**src/hdl/owbm_pkg.sv**
```systemverilog
// shared types, phase codes and timing constants of the 1-Wire bus master
// no dependencies
`timescale 1ns / 1ps

package owbm_pkg;

  localparam int BYTE_W = 8;
  localparam int TICK_W = 10;
  localparam int PHASE_W = 4;
  localparam int BITS_W = 4;

  localparam logic [TICK_W-1:0] PRE_RESET_TICKS    = 10'd0;
  localparam logic [TICK_W-1:0] ZERO_RELEASE_TICKS = 10'd10;
  localparam logic [BITS_W-1:0] BITS_PER_BYTE      = 4'd8;

  // command codes
  localparam logic [1:0] FUNC_TICK  = 2'd0;
  localparam logic [1:0] FUNC_RESET = 2'd1;
  localparam logic [1:0] FUNC_WRITE = 2'd2;
  localparam logic [1:0] FUNC_READ  = 2'd3;

  // configuration register indexes
  localparam logic [2:0] CFG_SHORT_LOW      = 3'd0;
  localparam logic [2:0] CFG_ONE_RELEASE    = 3'd1;
  localparam logic [2:0] CFG_ZERO_LOW       = 3'd2;
  localparam logic [2:0] CFG_READ_SAMPLE    = 3'd3;
  localparam logic [2:0] CFG_READ_RECOVER   = 3'd4;
  localparam logic [2:0] CFG_RESET_LOW      = 3'd5;
  localparam logic [2:0] CFG_PRESENCE_SMPL  = 3'd6;
  localparam logic [2:0] CFG_RESET_RECOVER  = 3'd7;

  // bus phases
  localparam logic [PHASE_W-1:0] PH_IDLE     = 4'd0;
  localparam logic [PHASE_W-1:0] PH_RST_PRE  = 4'd1;
  localparam logic [PHASE_W-1:0] PH_RST_LOW  = 4'd2;
  localparam logic [PHASE_W-1:0] PH_RST_WAIT = 4'd3;
  localparam logic [PHASE_W-1:0] PH_RST_REC  = 4'd4;
  localparam logic [PHASE_W-1:0] PH_WR_LOW   = 4'd5;
  localparam logic [PHASE_W-1:0] PH_WR_REL   = 4'd6;
  localparam logic [PHASE_W-1:0] PH_RD_LOW   = 4'd7;
  localparam logic [PHASE_W-1:0] PH_RD_WAIT  = 4'd8;
  localparam logic [PHASE_W-1:0] PH_RD_REC   = 4'd9;

  typedef struct packed {
    logic [TICK_W-1:0] short_low_ticks;
    logic [TICK_W-1:0] one_release_ticks;
    logic [TICK_W-1:0] zero_low_ticks;
    logic [TICK_W-1:0] read_sample_ticks;
    logic [TICK_W-1:0] read_recover_ticks;
    logic [TICK_W-1:0] reset_low_ticks;
    logic [TICK_W-1:0] presence_sample_ticks;
    logic [TICK_W-1:0] reset_recover_ticks;
  } cfg_t;

  typedef struct packed {
    logic              drive_low;
    logic              busy_res;
    logic              done_res;
    logic [BYTE_W-1:0] read_byte;
    logic              presence_level;
    logic              rejected;
  } res_t;

endpackage

```
**src/hdl/owbm_cfg.sv**
```systemverilog
// timing register file of the 1-Wire bus master
// depends on owbm_pkg
`timescale 1ns / 1ps

module owbm_cfg (
  input  logic              clk,
  input  logic              rst_n,
  input  logic              wr_en,
  input  logic [2:0]        wr_addr,
  input  logic [9:0]        wr_data,
  output owbm_pkg::cfg_t    cfg
);
  import owbm_pkg::*;

  cfg_t cfg_r;
  cfg_t cfg_nxt;

  always_comb begin
    cfg_nxt = cfg_r;
    if (wr_en) begin
      unique case (wr_addr)
        CFG_SHORT_LOW:     cfg_nxt.short_low_ticks       = wr_data;
        CFG_ONE_RELEASE:   cfg_nxt.one_release_ticks     = wr_data;
        CFG_ZERO_LOW:      cfg_nxt.zero_low_ticks        = wr_data;
        CFG_READ_SAMPLE:   cfg_nxt.read_sample_ticks     = wr_data;
        CFG_READ_RECOVER:  cfg_nxt.read_recover_ticks    = wr_data;
        CFG_RESET_LOW:     cfg_nxt.reset_low_ticks       = wr_data;
        CFG_PRESENCE_SMPL: cfg_nxt.presence_sample_ticks = wr_data;
        CFG_RESET_RECOVER: cfg_nxt.reset_recover_ticks   = wr_data;
      endcase
    end
  end

  always_ff @(posedge clk) begin
    if (!rst_n) begin
      cfg_r.short_low_ticks       <= 10'd6;
      cfg_r.one_release_ticks     <= 10'd64;
      cfg_r.zero_low_ticks        <= 10'd60;
      cfg_r.read_sample_ticks     <= 10'd9;
      cfg_r.read_recover_ticks    <= 10'd55;
      cfg_r.reset_low_ticks       <= 10'd480;
      cfg_r.presence_sample_ticks <= 10'd70;
      cfg_r.reset_recover_ticks   <= 10'd410;
    end else begin
      cfg_r <= cfg_nxt;
    end
  end

  assign cfg = cfg_r;

endmodule

```
**src/hdl/owbm_seq.sv**
```systemverilog
// phase sequencer of the 1-Wire bus master: state registers and next-state logic
// depends on owbm_pkg
`timescale 1ns / 1ps

module owbm_seq (
  input  logic           clk,
  input  logic           rst_n,
  input  logic           step_en,
  input  logic [1:0]     func,
  input  logic [7:0]     data_byte,
  input  logic           line_level,
  input  owbm_pkg::cfg_t cfg,
  output owbm_pkg::res_t res
);
  import owbm_pkg::*;

  typedef struct packed {
    logic [PHASE_W-1:0] phase;
    logic [BITS_W-1:0]  bits;
    logic [BYTE_W-1:0]  shift;
    logic [BYTE_W-1:0]  last_read;
  } walk_t;

  logic [PHASE_W-1:0] phase_r, phase_nxt;
  logic [TICK_W-1:0]  tick_r, tick_nxt;
  logic [BITS_W-1:0]  bits_r, bits_nxt;
  logic [BYTE_W-1:0]  shift_r, shift_nxt;
  logic [BYTE_W-1:0]  last_read_r, last_read_nxt;
  logic               presence_r, presence_nxt;

  logic [TICK_W-1:0]  cnt_inc;
  logic [TICK_W-1:0]  cur_len;
  logic               expired;
  logic               cmd_start;
  logic               rejected;
  logic               engaged;
  walk_t              start_w;
  walk_t              leave_w;
  walk_t              settled_w;

  function automatic logic [TICK_W-1:0] wr_low_len(input logic b, input cfg_t c);
    return b ? c.short_low_ticks : c.zero_low_ticks;
  endfunction

  function automatic logic [TICK_W-1:0] wr_rel_len(input logic b, input cfg_t c);
    return b ? c.one_release_ticks : ZERO_RELEASE_TICKS;
  endfunction

  function automatic logic [TICK_W-1:0] at_least_one(input logic [TICK_W-1:0] v);
    return (v == '0) ? {{(TICK_W-1){1'b0}}, 1'b1} : v;
  endfunction

  function automatic logic [TICK_W-1:0] phase_len(input logic [PHASE_W-1:0] p,
                                                  input logic b, input cfg_t c);
    logic [TICK_W-1:0] n;
    n = '0;
    unique case (p)
      PH_RST_PRE:  n = PRE_RESET_TICKS;
      PH_RST_LOW:  n = c.reset_low_ticks;
      PH_RST_WAIT: n = at_least_one(c.presence_sample_ticks);
      PH_RST_REC:  n = c.reset_recover_ticks;
      PH_WR_LOW:   n = wr_low_len(b, c);
      PH_WR_REL:   n = wr_rel_len(b, c);
      PH_RD_LOW:   n = c.short_low_ticks;
      PH_RD_WAIT:  n = at_least_one(c.read_sample_ticks);
      PH_RD_REC:   n = c.read_recover_ticks;
      default:     n = '0;
    endcase
    return n;
  endfunction

  // pass over zero-length phases; each step only moves forward
  function automatic walk_t settle(input walk_t w, input cfg_t c);
    walk_t             s;
    logic              skip_one;
    logic              skip_zero;
    logic              run;
    logic [BITS_W-1:0] n;
    s = w;
    skip_one  = (c.short_low_ticks == '0) && (c.one_release_ticks == '0);
    skip_zero = (c.zero_low_ticks == '0) && (ZERO_RELEASE_TICKS == '0);
    run = 1'b1;
    n = '0;
    if (s.phase == PH_RST_PRE && PRE_RESET_TICKS == '0) s.phase = PH_RST_LOW;
    if (s.phase == PH_RST_LOW && c.reset_low_ticks == '0) s.phase = PH_RST_WAIT;
    if (s.phase == PH_RST_REC && c.reset_recover_ticks == '0) s.phase = PH_IDLE;
    if (s.phase == PH_WR_REL && wr_rel_len(s.shift[0], c) == '0) begin
      s.shift = s.shift >> 1;
      s.bits  = s.bits - 4'd1;
      s.phase = (s.bits == '0) ? PH_IDLE : PH_WR_LOW;
    end
    if (s.phase == PH_WR_LOW) begin
      // run of bits whose low and release times are both zero
      for (int i = 0; i < BYTE_W; i++) begin
        if (run && (s.shift[i] ? skip_one : skip_zero)) begin
          n = n + 4'd1;
        end else begin
          run = 1'b0;
        end
      end
      if (n > s.bits) n = s.bits;
      s.shift = s.shift >> n;
      s.bits  = s.bits - n;
      if (s.bits == '0) begin
        s.phase = PH_IDLE;
      end else if (wr_low_len(s.shift[0], c) == '0) begin
        s.phase = PH_WR_REL;
      end
    end
    if (s.phase == PH_RD_REC && c.read_recover_ticks == '0) begin
      s.bits = s.bits - 4'd1;
      if (s.bits == '0) begin
        s.phase     = PH_IDLE;
        s.last_read = s.shift;
      end else begin
        s.phase = PH_RD_LOW;
      end
    end
    if (s.phase == PH_RD_LOW && c.short_low_ticks == '0) s.phase = PH_RD_WAIT;
    return s;
  endfunction

  assign cnt_inc = tick_r + 10'd1;
  assign cur_len = phase_len(phase_r, shift_r[0], cfg);
  assign expired = (cnt_inc >= cur_len);
  assign cmd_start = (func != FUNC_TICK) && (phase_r == PH_IDLE);

  always_comb begin
    start_w.bits      = BITS_PER_BYTE;
    start_w.last_read = last_read_r;
    start_w.shift     = '0;
    start_w.phase     = PH_RD_LOW;
    case (func)
      FUNC_RESET: start_w.phase = PH_RST_PRE;
      FUNC_WRITE: begin
        start_w.phase = PH_WR_LOW;
        start_w.shift = data_byte;
      end
      default: start_w.phase = PH_RD_LOW;
    endcase
  end

  // end of the current phase on an expiring tick
  always_comb begin
    leave_w.phase     = phase_r;
    leave_w.bits      = bits_r;
    leave_w.shift     = shift_r;
    leave_w.last_read = last_read_r;
    unique case (phase_r)
      PH_RST_PRE:  leave_w.phase = PH_RST_LOW;
      PH_RST_LOW:  leave_w.phase = PH_RST_WAIT;
      PH_RST_WAIT: leave_w.phase = PH_RST_REC;
      PH_RST_REC:  leave_w.phase = PH_IDLE;
      PH_WR_LOW:   leave_w.phase = PH_WR_REL;
      PH_WR_REL: begin
        leave_w.shift = shift_r >> 1;
        leave_w.bits  = bits_r - 4'd1;
        leave_w.phase = (leave_w.bits == '0) ? PH_IDLE : PH_WR_LOW;
      end
      PH_RD_LOW:   leave_w.phase = PH_RD_WAIT;
      PH_RD_WAIT: begin
        leave_w.shift = {line_level, shift_r[BYTE_W-1:1]};
        leave_w.phase = PH_RD_REC;
      end
      PH_RD_REC: begin
        leave_w.bits = bits_r - 4'd1;
        if (leave_w.bits == '0) begin
          leave_w.phase     = PH_IDLE;
          leave_w.last_read = shift_r;
        end else begin
          leave_w.phase = PH_RD_LOW;
        end
      end
      default:     leave_w.phase = PH_IDLE;
    endcase
  end

  assign settled_w = settle(cmd_start ? start_w : leave_w, cfg);

  always_comb begin
    phase_nxt     = phase_r;
    tick_nxt      = tick_r;
    bits_nxt      = bits_r;
    shift_nxt     = shift_r;
    last_read_nxt = last_read_r;
    presence_nxt  = presence_r;
    rejected      = 1'b0;
    engaged       = 1'b0;
    if (step_en) begin
      if (func != FUNC_TICK) begin
        if (phase_r != PH_IDLE) begin
          rejected = 1'b1;
        end else begin
          engaged       = 1'b1;
          phase_nxt     = settled_w.phase;
          bits_nxt      = settled_w.bits;
          shift_nxt     = settled_w.shift;
          last_read_nxt = settled_w.last_read;
          tick_nxt      = '0;
        end
      end else if (phase_r != PH_IDLE) begin
        engaged = 1'b1;
        if (expired) begin
          if (phase_r == PH_RST_WAIT) presence_nxt = line_level;
          phase_nxt     = settled_w.phase;
          bits_nxt      = settled_w.bits;
          shift_nxt     = settled_w.shift;
          last_read_nxt = settled_w.last_read;
          tick_nxt      = '0;
        end else begin
          tick_nxt = cnt_inc;
        end
      end
    end
  end

  always_ff @(posedge clk) begin
    if (!rst_n) begin
      phase_r     <= PH_IDLE;
      tick_r      <= '0;
      bits_r      <= '0;
      shift_r     <= '0;
      last_read_r <= '0;
      presence_r  <= 1'b1;
    end else begin
      phase_r     <= phase_nxt;
      tick_r      <= tick_nxt;
      bits_r      <= bits_nxt;
      shift_r     <= shift_nxt;
      last_read_r <= last_read_nxt;
      presence_r  <= presence_nxt;
    end
  end

  assign res.drive_low = (phase_nxt == PH_RST_LOW) || (phase_nxt == PH_WR_LOW) ||
                         (phase_nxt == PH_RD_LOW);
  assign res.busy_res       = (phase_nxt != PH_IDLE);
  assign res.done_res       = engaged && (phase_nxt == PH_IDLE);
  assign res.read_byte      = last_read_nxt;
  assign res.presence_level = presence_nxt;
  assign res.rejected       = rejected;

endmodule

```
**src/hdl/one_wire_bus_master.sv**
```systemverilog
// One-wire bus master. Every input transaction (a one-microsecond tick carrying the sampled
// line level, or a reset, write-byte or read-byte command) is taken on its accepting edge:
// the phase sequencer updates its state on that edge and the result transaction is
// captured in the output register on the same edge, so a new transaction can be accepted
// every cycle while in_tready is high. in_tready drops only while a result waits in the
// output register and out_tready is low. Timing registers are written through the cfg port.
// depends on owbm_pkg, owbm_cfg and owbm_seq
`timescale 1ns / 1ps

module one_wire_bus_master (
  input  logic        clk,
  input  logic        rst_n,
  input  logic        cfg_valid,
  output logic        cfg_ready,
  input  logic [2:0]  cfg_addr,
  input  logic [9:0]  cfg_data,
  input  logic        in_tvalid,
  output logic        in_tready,
  input  logic [15:0] in_tdata,   // data_byte[7:0], line_level[8], zero pad
  input  logic [1:0]  in_tuser,   // func[1:0]
  output logic        out_tvalid,
  input  logic        out_tready,
  output logic [15:0] out_tdata   // drive_low[0], busy_res[1], done_res[2], read_byte[10:3],
                                  // presence_level[11], rejected[12], zero pad
);
  import owbm_pkg::*;

  cfg_t        cfg;
  res_t        res;
  logic        in_accept;
  logic        out_valid_r, out_valid_nxt;
  logic [15:0] out_data_r;

  assign cfg_ready = 1'b1;

  owbm_cfg u_cfg (
    .clk     (clk),
    .rst_n   (rst_n),
    .wr_en   (cfg_valid),
    .wr_addr (cfg_addr),
    .wr_data (cfg_data),
    .cfg     (cfg)
  );

  assign in_tready = !out_valid_r || out_tready;
  assign in_accept = in_tvalid && in_tready;

  owbm_seq u_seq (
    .clk        (clk),
    .rst_n      (rst_n),
    .step_en    (in_accept),
    .func       (in_tuser),
    .data_byte  (in_tdata[7:0]),
    .line_level (in_tdata[8]),
    .cfg        (cfg),
    .res        (res)
  );

  always_comb begin
    out_valid_nxt = out_valid_r;
    if (in_accept) begin
      out_valid_nxt = 1'b1;
    end else if (out_tready) begin
      out_valid_nxt = 1'b0;
    end
  end

  always_ff @(posedge clk) begin
    if (!rst_n) begin
      out_valid_r <= 1'b0;
    end else begin
      out_valid_r <= out_valid_nxt;
    end
  end

  always_ff @(posedge clk) begin
    if (in_accept) begin
      out_data_r <= {3'b000, res.rejected, res.presence_level, res.read_byte,
                     res.done_res, res.busy_res, res.drive_low};
    end
  end

  assign out_tvalid = out_valid_r;
  assign out_tdata  = out_data_r;

endmodule

```
**config.mk**
```make
export PLATFORM = sky130hd
export DESIGN_NAME = one_wire_bus_master
export DESIGN_NICKNAME = d
export VERILOG_FILES = /design/src/hdl/owbm_pkg.sv /design/src/hdl/owbm_cfg.sv /design/src/hdl/owbm_seq.sv /design/src/hdl/one_wire_bus_master.sv
export SDC_FILE = /design/constraint.sdc
export NUM_CORES = 1
export LEC_CHECK = 0
export BUFFER_PORTS_ARGS = -buffer_cell sky130_fd_sc_hd__buf_2
export CORE_MARGIN = 2
export CORE_UTILIZATION = 49
export DETAILED_ROUTE_END_ITERATION = 10
export PLACE_DENSITY = 0.66
export SYNTH_ARGS = -nofsm -noshare
export SYNTH_HDL_FRONTEND = slang
export SYNTH_SLANG_ARGS = --single-unit
```
**constraint.sdc**
```tcl
create_clock -name clk -period 23 [get_ports clk]
set_clock_uncertainty 0.1 [all_clocks]
set_input_delay 1.15 -clock clk [delete_from_list [all_inputs] [get_ports clk]]
set_output_delay 1.15 -clock clk [all_outputs]
set_load 0.005 [all_outputs]
```
==> impl_results.html <==
<table>
<tr><th>Metric</th><th>Value</th></tr>
<tr><th colspan="2">Run status</th></tr>
<tr><td>Run status</td><td>finished clean</td></tr>
<tr><th colspan="2">Cells and area</th></tr>
<tr><td>Layout-stage area growth over the synthesis result</td><td>10.07%</td></tr>
<tr><td>Layout cells sized above 1</td><td>0.1105</td></tr>
<tr><td>Number of diodes</td><td>0</td></tr>
<tr><td>Post-layout nets</td><td>1,316</td></tr>
<tr><td>Filler Cells Inserted</td><td>1,802</td></tr>
<tr><td>Top library cells by usage in the layout, fill and taps aside</td><td>sky130_fd_sc_hd__nand2_1 (224), sky130_fd_sc_hd__dfxtp_1 (116), sky130_fd_sc_hd__a21oi_1 (97)</td></tr>
<tr><td>Fin util</td><td>0.5528</td></tr>
<tr><td>Most common library cell in the layout ignoring fill and taps</td><td>sky130_fd_sc_hd__nand2_1</td></tr>
<tr><th colspan="2">Clock network</th></tr>
<tr><td># hold bufs at CTS</td><td>0</td></tr>
<tr><td>Count of buffers added by post-CTS timing repair for setup</td><td>0</td></tr>
<tr><td>CTS tree</td><td>done</td></tr>
<tr><td>Source-to-sink clock delay at the later pin of the worst-skew pair</td><td>0.43 ns</td></tr>
<tr><td>Longest Clk Path Bufs</td><td>2</td></tr>
<tr><td>Sink Count</td><td>129</td></tr>
<tr><td>Cell at the root of the clock tree</td><td>sky130_fd_sc_hd__clkbuf_16</td></tr>
<tr><td>Post-cts repair resize count</td><td>0</td></tr>
<tr><td>Clock transition at the register clock pins on the worst setup and hold paths after CTS</td><td>0.06 ns</td></tr>
<tr><td># H-tree levels</td><td>4</td></tr>
<tr><td>Number of buffers created by CTS</td><td>17</td></tr>
<tr><th colspan="2">Route</th></tr>
<tr><td>Iteration-0 DRC count of the detailed router</td><td>929</td></tr>
<tr><td>Wire length per cell</td><td>20.13 um</td></tr>
<tr><td>Remaining antenna violation count after routing</td><td>0</td></tr>
<tr><td>Total DRC errors in the routed layout</td><td>0</td></tr>
<tr><td>Total Routed Length</td><td>30.56 mm</td></tr>
<tr><td>TritonRoute pass-1 iters</td><td>7</td></tr>
<tr><td>Average via count per standard cell</td><td>6.360</td></tr>
<tr><td>Via count of the routed design</td><td>9,655</td></tr>
<tr><th colspan="2">Placement</th></tr>
<tr><td>Count of buffers from port buffering</td><td>43</td></tr>
<tr><td>Placed wire-length estimate after detailed placement</td><td>22.33 mm</td></tr>
<tr><td>RePlAce Congestion</td><td>0.9341</td></tr>
<tr><th colspan="2">Critical path</th></tr>
<tr><td>Count of cells along the worst register-to-register path</td><td>49</td></tr>
<tr><td>Critical path startpoint category</td><td>input port</td></tr>
<tr><td>CP dominant cell by count</td><td>sky130_fd_sc_hd__ha_1</td></tr>
<tr><td>Sum of buffers and inverters on the critical path</td><td>8</td></tr>
<tr><td>Worst Path Required</td><td>23.09 ns</td></tr>
<tr><td>Kind of end point of the critical path</td><td>flop</td></tr>
<tr><td>Worst path slowest cell</td><td>sky130_fd_sc_hd__a21oi_1</td></tr>
<tr><td>Largest incremental delay on the critical path</td><td>0.73 ns</td></tr>
<tr><td>Critical Setup Path Class</td><td>input port to flop</td></tr>
<tr><td>Cell family contributing the most delay on the critical path</td><td>compound AO/OA/AOI/OAI gates</td></tr>
<tr><td>Critical Path AT</td><td>13.12 ns</td></tr>
<tr><td>R2r setup slk</td><td>9.98 ns</td></tr>
<tr><td>Reg2Reg Capture Point</td><td>out_tdata[2]</td></tr>
<tr><td>Worst-path maximum fanout</td><td>37</td></tr>
<tr><td>Origin of the critical flop-to-flop path</td><td>u_seq.phase_r[1]</td></tr>
<tr><th colspan="2">Yosys</th></tr>
<tr><td>Primary FF master, synth</td><td>sky130_fd_sc_hd__dfxtp_1</td></tr>
<tr><td>Mean Syn Cell Area</td><td>7.614 sq um</td></tr>
<tr><td>Largest area contributor in the netlist</td><td>sky130_fd_sc_hd__dfxtp_1</td></tr>
<tr><td>Top cells by area, synth</td><td>sky130_fd_sc_hd__dfxtp_1 (25%), sky130_fd_sc_hd__nand2_1 (8.9%), sky130_fd_sc_hd__a21oi_1 (5.1%)</td></tr>
<tr><td>Part of the Yosys area used for sequential elements</td><td>0.2868</td></tr>
<tr><td>Top cell type's share of synthesized area</td><td>0.2456</td></tr>
<tr><td>Post-synth design cell area</td><td>9457 sq um</td></tr>
<tr><td>Number of synthesized register bits</td><td>129</td></tr>
<tr><td>Syn Inst Count</td><td>1,242</td></tr>
<tr><td>Number of enable flip-flop cells after synthesis</td><td>13</td></tr>
<tr><td>Number of distinct library cells after synthesis</td><td>101</td></tr>
<tr><td>Number of warnings reported in the yosys synthesis log</td><td>0</td></tr>
<tr><td>Fraction of registers with async set/reset</td><td>0</td></tr>
<tr><th colspan="2">Die</th></tr>
<tr><td>Starting density of the core</td><td>0.5022</td></tr>
<tr><td>Die Span Y</td><td>142.9 um</td></tr>
<tr><td>Die width</td><td>142.9 um</td></tr>
<tr><td>Io pins</td><td>55</td></tr>
<tr><td>Die Outline Area</td><td>20,430 sq um</td></tr>
<tr><td>Std-Cell Rows</td><td>50</td></tr>
<tr><td>Core Box Area</td><td>18,830 sq um</td></tr>
<tr><th colspan="2">GRT</th></tr>
<tr><td>Total congestion overflow after global routing</td><td>0</td></tr>
<tr><td>Vias in the first global route</td><td>8,861</td></tr>
<tr><td>Global-route wire length before repair</td><td>48.50 mm</td></tr>
<tr><td>Overall track demand over capacity in global routing</td><td>0.3036</td></tr>
<tr><td>Largest net degree at the start of global routing</td><td>70</td></tr>
<tr><td>Antenna violations before repair</td><td>0</td></tr>
<tr><th colspan="2">Timing</th></tr>
<tr><td>Number of max-slew violations in the final report</td><td>0</td></tr>
<tr><td>Number of failing setup endpoints in the final timing report</td><td>0</td></tr>
<tr><td>Final critical-path required period</td><td>13.04 ns</td></tr>
<tr><td>Max-slew headroom</td><td>0.1806</td></tr>
<tr><td>Worst Tran Pin Value</td><td>1.222 ns</td></tr>
<tr><td>Final critical-path share of the clock period</td><td>0.5668</td></tr>
<tr><td>Final total negative setup slack</td><td>0 ns</td></tr>
<tr><td>Final number of hold-violating endpoints</td><td>0</td></tr>
<tr><td>Top achievable clock speed</td><td>76.71 MHz</td></tr>
<tr><td>RSZ-0062 raised after global routing</td><td>false</td></tr>
<tr><th colspan="2">Power and ir drop</th></tr>
<tr><td>LEAKAGE</td><td>3.818 nW</td></tr>
<tr><td>Switching part of the total power</td><td>0.4734</td></tr>
<tr><td>IR drop worst, VDD</td><td>0.06257 mV</td></tr>
<tr><td>Psw</td><td>0.6220 mW</td></tr>
<tr><td>Sequential cell fraction of total power</td><td>0.202</td></tr>
<tr><td>Power density normalized to cell area</td><td>126.2 nW/um^2</td></tr>
<tr><td>Combinational share of power</td><td>0.585</td></tr>
<tr><td>Clock network fraction of total power</td><td>0.213</td></tr>
<tr><td>Cell Int Power</td><td>0.6919 mW</td></tr>
<tr><th colspan="2">Run</th></tr>
<tr><td>Maximum capacitance violations</td><td>0</td></tr>
<tr><th colspan="2">Hold path</th></tr>
<tr><td>Startpoint of the worst hold path</td><td>u_cfg.cfg[10]</td></tr>
<tr><td>Worst Hold Endpoint</td><td>u_cfg.cfg[10]</td></tr>
<tr><td>Min-delay worst type</td><td>flop to flop</td></tr>
<tr><td>Number of cells on the worst hold path</td><td>2</td></tr>
</table>
power by group through the flow:
| stage | Clock, mW | Sequential (mW) | Combinational [mW] |
|---|---|---|---|
| floorplan | 0 | 0.263 | 0.590 |
| global placement | 0 | 0.269 | 0.738 |
| detailed placement | 0 | 0.269 | 0.746 |
| CTS | 0.282 | 0.264 | 0.756 |
| global route | 0.292 | 0.266 | 0.843 |
| finish | 0.280 | 0.265 | 0.769 |
worst min-delay path: stages, from the launching register on:
cell	delay [ns]
sky130_fd_sc_hd__dfxtp_1	0.31
sky130_fd_sc_hd__nand2_1	0.05
sky130_fd_sc_hd__a21oi_1	0.05
state kept, by name (all words and copies together) (netlist names):
name	cells
u_seq.phase_r	4
u_seq.last_read_r	8
u_seq.shift_r	8
out_tdata	13
out_tvalid	1
u_cfg.cfg	80
u_seq.presence_r	1
u_seq.bits_r	4
u_seq.tick_r	10
cell families after synthesis:
kind of cell,after synthesis,synth area share
flip-flops,129,0.2868
AND/OR/NAND/NOR,559,0.2851
multiplexers,38,0.04247
buffers and inverters,107,0.04737
adder cells (fa/ha/maj),35,0.04710
XOR/XNOR,30,0.02858
other,2,0.0007942
AO/OA/AOI/OAI,342,0.2617
per-stage QoR:
| step | hold WS, ns | setup WS (ns) | area, sq um | total power [mW] | instances |
|---|---|---|---|---|---|
| floorplan | 0.3359 | 11.54 | 9464 | 0.8530 | 1244 |
| global placement | 0.3529 | 9.887 | 9801 | 1.006 | 1486 |
| detailed placement | 0.3541 | 9.768 | 9801 | 1.015 | 1486 |
| CTS | 0.3620 | 10.15 | 10410 | 1.302 | 1518 |
| global route | 0.3821 | 8.921 | 10410 | 1.402 | 1518 |
| finish | 0.3608 | 9.964 | 10410 | 1.314 | 1518 |
synth_stat cells, types with 10 or more instances:
cell type / instances
sky130_fd_sc_hd__a21o_1: 15
sky130_fd_sc_hd__a21oi_1: 97
sky130_fd_sc_hd__a22oi_1: 12
sky130_fd_sc_hd__a31oi_1: 11
sky130_fd_sc_hd__and2_1: 14
sky130_fd_sc_hd__and3_1: 16
sky130_fd_sc_hd__buf_2: 10
sky130_fd_sc_hd__clkbuf_1: 48
sky130_fd_sc_hd__dfxtp_1: 116
sky130_fd_sc_hd__edfxtp_1: 13
sky130_fd_sc_hd__ha_1: 34
sky130_fd_sc_hd__inv_1: 30
sky130_fd_sc_hd__mux2i_1: 30
sky130_fd_sc_hd__nand2_1: 224
sky130_fd_sc_hd__nand2b_1: 13
sky130_fd_sc_hd__nand3_1: 67
sky130_fd_sc_hd__nand4_1: 16
sky130_fd_sc_hd__nor2_1: 96
sky130_fd_sc_hd__nor2b_1: 12
sky130_fd_sc_hd__nor3_1: 28
sky130_fd_sc_hd__nor4_1: 23
sky130_fd_sc_hd__o211ai_1: 14
sky130_fd_sc_hd__o21ai_0: 47
sky130_fd_sc_hd__o22ai_1: 14
sky130_fd_sc_hd__xnor2_1: 16
sky130_fd_sc_hd__xor2_1: 13
area by class of cell:
type	count	area [sq um]	area share
multi-input combinational	1008	6315	0.6067
sequential	129	2713	0.2606
clock buffer	18	429.2	0.04123
timing repair buffer	59	335.3	0.03222
tap	260	325.3	0.03125
clock inverter	14	178.9	0.01719
inverter	30	112.6	0.01082
routing by layer:
| layer | up-vias | global-route usage | routed length [um] |
|---|---|---|---|
| li1 | 4600 | - | - |
| met1 | 4601 | 0.3835 | 12840 |
| met2 | 378 | 0.5029 | 14490 |
| met3 | 76 | 0.04326 | 1836 |
| met4 | 0 | 0.1584 | 1382 |
| met5 | - | 0 | 0 |
worst max path at each step:
stage / from / endpoint / slack, ns / depth (start not counted)
finish: in_tuser[0] / out_tdata[2] / 9.96 / 51
global route: u_seq.phase_r[1] / out_tdata[2] / 8.92 / 52
CTS: u_seq.phase_r[1] / out_tdata[2] / 10.15 / 49
detailed placement: in_tuser[0] / out_tdata[2] / 9.77 / 51
global placement: in_tuser[0] / out_tdata[2] / 9.89 / 51
floorplan: in_tuser[0] / out_tdata[2] / 11.54 / 51
Power figures use the tool's default switching activity.
